**config.mk**
```make
export PLATFORM = sky130hd
export DESIGN_NAME = ccc_mac
export DESIGN_NICKNAME = d
export VERILOG_FILES = /design/src/ccc_pkg.sv /design/src/ccc_mac.sv
export SDC_FILE = /design/constraint.sdc
export NUM_CORES = 2
export LEC_CHECK = 0
export BUFFER_PORTS_ARGS = -buffer_cell sky130_fd_sc_hd__buf_2
export CORE_MARGIN = 5
export CORE_UTILIZATION = 55
export CTS_BUF_LIST = sky130_fd_sc_hd__clkbuf_8
export DETAILED_ROUTE_END_ITERATION = 7
export PLACE_DENSITY = 0.79
export SYNTH_ARGS = -nofsm -noshare
export SYNTH_HDL_FRONTEND = slang
export SYNTH_SLANG_ARGS = --single-unit
```
**constraint.sdc**
```tcl
create_clock -name aclk -period 8.1 [get_ports aclk]
set_input_delay 0.81 -clock aclk [delete_from_list [all_inputs] [get_ports aclk]]
set_output_delay 0.81 -clock aclk [all_outputs]
set_load 0.01 [all_outputs]
```
**src/ccc_pkg.sv**
```systemverilog
`default_nettype none
package ccc_pkg;

    localparam int MAX_TAPS    = 1024;
    localparam int ADDR_W      = $clog2(MAX_TAPS);
    localparam int TAP_CNT_W   = ADDR_W + 1;
    localparam int SAMPLE_BITS = 16;
    localparam int IDX_W       = 10;
    localparam int FUNC_W      = 2;
    localparam int CFG_W       = 11;
    localparam int CORR_BITS   = 43;
    localparam int PROD_W      = 2 * SAMPLE_BITS;
    localparam int IN_W        = ((IDX_W + 2 * SAMPLE_BITS + 7) / 8) * 8;
    localparam int OUT_W       = ((2 * CORR_BITS + 7) / 8) * 8;

    localparam logic [CFG_W-1:0]  TAP_COUNT_RESET = CFG_W'(1024);

    localparam logic [FUNC_W-1:0] FUNC_LOAD   = 2'd0;
    localparam logic [FUNC_W-1:0] FUNC_SAMPLE = 2'd1;
    localparam logic [FUNC_W-1:0] FUNC_FLUSH  = 2'd2;

    typedef logic signed [SAMPLE_BITS-1:0] sample_t;
    typedef logic signed [CORR_BITS-1:0]   corr_t;

    typedef struct packed {
        logic valid;
        logic zero;
        logic last;
    } mac_ctrl_t;

endpackage
`default_nettype wire

```
**src/ccc_mac.sv**
```systemverilog
`default_nettype none
module ccc_mac
    import ccc_pkg::*;
(
    input  wire logic      aclk,
    input  wire logic      aresetn,
    input  wire logic      clear,
    input  wire mac_ctrl_t ctrl,
    input  wire sample_t   x_re,
    input  wire sample_t   x_im,
    input  wire sample_t   r_re,
    input  wire sample_t   r_im,
    output corr_t          acc_re,
    output corr_t          acc_im,
    output logic           done
);

    typedef logic signed [PROD_W-1:0] prod_t;
    typedef logic signed [PROD_W:0]   term_t;

    sample_t   xr_m;
    sample_t   xi_m;
    mac_ctrl_t ctrl_reg;
    prod_t     p_rr_reg;
    prod_t     p_ii_reg;
    prod_t     p_ir_reg;
    prod_t     p_ri_reg;
    term_t     term_re;
    term_t     term_im;
    corr_t     acc_re_reg;
    corr_t     acc_im_reg;
    logic      done_reg;

    assign xr_m = ctrl.zero ? '0 : x_re;
    assign xi_m = ctrl.zero ? '0 : x_im;

    always_ff @(posedge aclk) begin
        p_rr_reg <= xr_m * r_re;
        p_ii_reg <= xi_m * r_im;
        p_ir_reg <= xi_m * r_re;
        p_ri_reg <= xr_m * r_im;
    end

    assign term_re = {p_rr_reg[PROD_W-1], p_rr_reg} + {p_ii_reg[PROD_W-1], p_ii_reg};
    assign term_im = {p_ir_reg[PROD_W-1], p_ir_reg} - {p_ri_reg[PROD_W-1], p_ri_reg};

    always_ff @(posedge aclk) begin
        if (!aresetn) begin
            ctrl_reg <= '0;
            done_reg <= 1'b0;
        end else begin
            ctrl_reg <= ctrl;
            done_reg <= ctrl_reg.valid && ctrl_reg.last;
        end
    end

    always_ff @(posedge aclk) begin
        if (clear) begin
            acc_re_reg <= '0;
            acc_im_reg <= '0;
        end else if (ctrl_reg.valid) begin
            acc_re_reg <= acc_re_reg
                + {{(CORR_BITS-PROD_W-1){term_re[PROD_W]}}, term_re};
            acc_im_reg <= acc_im_reg
                + {{(CORR_BITS-PROD_W-1){term_im[PROD_W]}}, term_im};
        end
    end

    assign acc_re = acc_re_reg;
    assign acc_im = acc_im_reg;
    assign done   = done_reg;

endmodule
`default_nettype wire

```
==> impl_metrics.csv <==
group,metric,value,unit
routing,drt-initial-drc-count,3018,
clock_tree,cts.clk_slew.worst_paths,0.07,ns
routing,ant_nets,0,
synthesis,synth_cell_types,84,
global_routing,grt_max_degree,54,
floorplanning,std_cell_rows,113,
synthesis,yosys_warnings,0,
place,dp_hpwl,105000,um
layout,drive_gt1_frac,0.0613,
clock_tree,clock_insertion_delay_worst_skew,0.63,ns
clock_tree,cts_made_buffers,42,
worst_setup_path,required,8.57,ns
place,globalplace.congestion,0.948,
sta,hold_viol,0,
power,fin_total_pwr,0.0248,W
synthesis,synthMuxAreaShare,0.00907,
floorplanning,dieHeight,319,um
status,status,"finished clean",
sta,skew,0.0437,ns
sta,finalWorstSetupSlack,0.627,ns
place,numPortBuffers,156,
clock_tree,clockBufferDepth,3,
worst_setup_path,crit_path_max_fanout,17,
synthesis,synthSimpleGateAreaFrac,0.154,
power,power_density,445,nW/um^2
clock_tree,post_cts_buffers,0,
routing,viasPerCell,5.59,
synthesis,async_reset_ff_frac,0,
power,ir_drop,0.351,mV
sta,fmax,134,MHz
synthesis,synthAdderAreaFrac,0.516,
synthesis,ys_seq_area_frac,0.0829,
sta,drv_slew,0,
synthesis,synth_top_family_by_area,"adder cells",
synthesis,ys_ff_latch,217,
sta,max_slew.worst_pin.slew,1.00,ns
routing,via_count,40100,
synthesis,synth.net_count,7436,
synthesis,synth_commonest_cells,"inv_1, fa_1, nand2_1",
global_routing,track_usage,0.265,
flow_run,drv_cap,0,
sta,post-route-min-period,7.47,ns
clock_tree,cts_tree,"done",
worst_setup_path,start_kind,"primary input",
worst_hold_path,whs_endpoint,"ctrl_reg[2]",
worst_setup_path,rr_worst_depth,21,
sta,setup_viol,0,
sta,rsz0062_at_grt,"no",
routing,wire_per_inst,18.3,um
synthesis,netlist_area,52400,sq um
worst_setup_path,crit_path_end_kind,"flop",
synthesis,syn_inst,5838,
synthesis,ys_top_cells_by_area,"fa_1, ha_1, inv_1, dfxtp_1, and2_1",
global_routing,grt_pass1_vias,42900,
layout,finalNonFillerCells,7185,
global_routing,grt_antenna_before_repair,20,
worst_hold_path,hold_class,"in -> reg",
routing,wl,132000,um
worst_setup_path,rr_startpoint,"p_rr_reg[0]",
floorplanning,start_util,0.553,
worst_setup_path,cp.arrival,7.95,ns
global_routing,overflow,0,
synthesis,synth-compound-area-share,0.0923,
routing,first_pass_iters,5,
layout,nets,7478,
worst_setup_path,timing.rr.end,"acc_re[42]",
sta,slew-limit-headroom,0.326,
place,post-place-cells,7101,
global_routing,grt_pass1_wl,219000,um
worst_setup_path,setup.worst_path.class,"in -> reg",
routing,drc,0,
synthesis,synth.most_common_cell,"inv_1",
synthesis,syn_avg_cell_area,8.97,sq um
floorplanning,die_w,319,um
sta,finalCritPeriodShare,0.923,
synthesis,synth_ff_type,"dfxtp_1",
worst_hold_path,hold_start,"ctrl[2]",
worst_hold_path,hold_depth,2,
sta,setup-tns-final,0,ns
clock_tree,holdBufCountCts,0,
clock_tree,cts.sinks,217,
floorplanning,core_area,94700,sq um
worst_setup_path,r2r_slack,2.51,ns
power,p_leak,29.0,nW
synthesis,synth_edf_count,0,
floorplanning,io-pin-count,157,
clock_tree,root_buffer,"clkbuf_8",
synthesis,synth_xor_area_frac,0.0431,
clock_tree,cts_resized,0,
synthesis,post-synth-top-area-fraction,0.402,
clock_tree,htree_levels,2,
place,dp_slack,0.114,ns
layout,area_growth,6.24,%
floorplanning,die_area,102000,sq um
synthesis,synth_top_area_cell,"fa_1",
## worst max-delay path, stage by stage
cell and delay [ns]:
buf_2 0.47, nor2b_2 0.19, buf_4 0.24, nand2_1 0.13, inv_1 0.12, fa_1 0.77, fa_1 0.50, fa_1 0.50
fa_1 0.52, fa_1 0.50, inv_1 0.05, fa_1 0.47, inv_1 0.04, ha_1 0.32, nand2_1 0.17, nor3_1 0.10
and2_1 0.17, a221oi_2 0.40, a21oi_1 0.17, a2111oi_0 0.55, nor3_1 0.17, a41oi_1 0.29, a21oi_1 0.12, xor2_1 0.15
## cell families (layout without fill, tap and decap cells)
family	after synthesis	count (layout)
AO/OA/AOI/OAI	730	730
flip-flops	217	217
AND/OR/NAND/NOR	1623	1623
multiplexers	47	47
other	0	10
buffers and inverters	1435	1507
XOR/XNOR	258	258
adder cells (fa/ha/maj)	1528	1528
## cell usage in the layout (no fill, tap or decap), types with 12 or more instances in the layout
cell / count
nor3_1: 41
nand2b_1: 46
nor2b_2: 32
buf_4: 61
o21ai_0: 92
o21a_1: 48
clkbuf_8: 49
fa_1: 1052
o31ai_1: 14
buf_12: 13
or3_1: 17
o21ai_1: 18
a21oi_1: 229
buf_2: 156
dfxtp_1: 216
nand4_1: 17
xor2_1: 66
inv_1: 1208
a31oi_1: 24
o21bai_1: 30
nand2_1: 580
ha_1: 476
and2_1: 520
a21o_1: 127
mux2i_1: 46
nand3_1: 47
xnor2_1: 192
nor2_1: 230
and4_1: 12
a211oi_1: 24
nor2b_1: 23
and3_1: 31
o211ai_1: 16
## cell type report
cell class | count | area (sq um)
Multi-Input combinational cell | 4186 | 42700
Fill cell | 7918 | 39100
Inverter | 1203 | 4520
Sequential cell | 217 | 4350
Tap cell | 1265 | 1580
Timing Repair Buffer | 230 | 1500
Clock buffer | 49 | 674
Clock inverter | 25 | 279
Antenna cell | 10 | 25.0
## per-layer routing
metal	up-vias	global-route usage	routed length, um
li1	18000	-	-
met2	1561	0.431	60900
met5	-	0	54
met4	8	0.125	7600
met1	20100	0.347	52700
met3	385	0.0434	10300
## how the worst max path moves through the flow
stage	slack (ns)	startpoint	to	depth (start not counted)
3_3_place_gp	0.41	ctrl[1]	p_ii_reg[30]	26
3_5_place_dp	0.11	ctrl[1]	p_ii_reg[30]	24
4_1_cts	0.74	ctrl[1]	p_ii_reg[28]	24
5_1_grt	0.29	ctrl[1]	p_ii_reg[28]	24
2_1_floorplan	1.01	ctrl[1]	p_ir_reg[31]	25
6_report	0.63	ctrl[1]	p_ii_reg[30]	24
## per-stage QoR
| stage | instance area [sq um] | util | hold slack (ns) |
|---|---|---|---|
| detailed placement | 54700 | 0.577 | 0.448 |
| global placement | 54700 | 0.577 | 0.445 |
| CTS | 55600 | 0.587 | 0.343 |
| global route | 55600 | 0.587 | 0.374 |
| finish | 55700 | 0.588 | 0.393 |
| floorplan | 52400 | - | 0.437 |
## power by group
group	switching (W)	internal, W	leakage [nW]
sequential	0.000279	0.00173	1.81
combinational	0.0124	0.00902	26.6
clock	0.000547	0.000748	0.521
No activity file was read; power rests on OpenSTA's default activity.
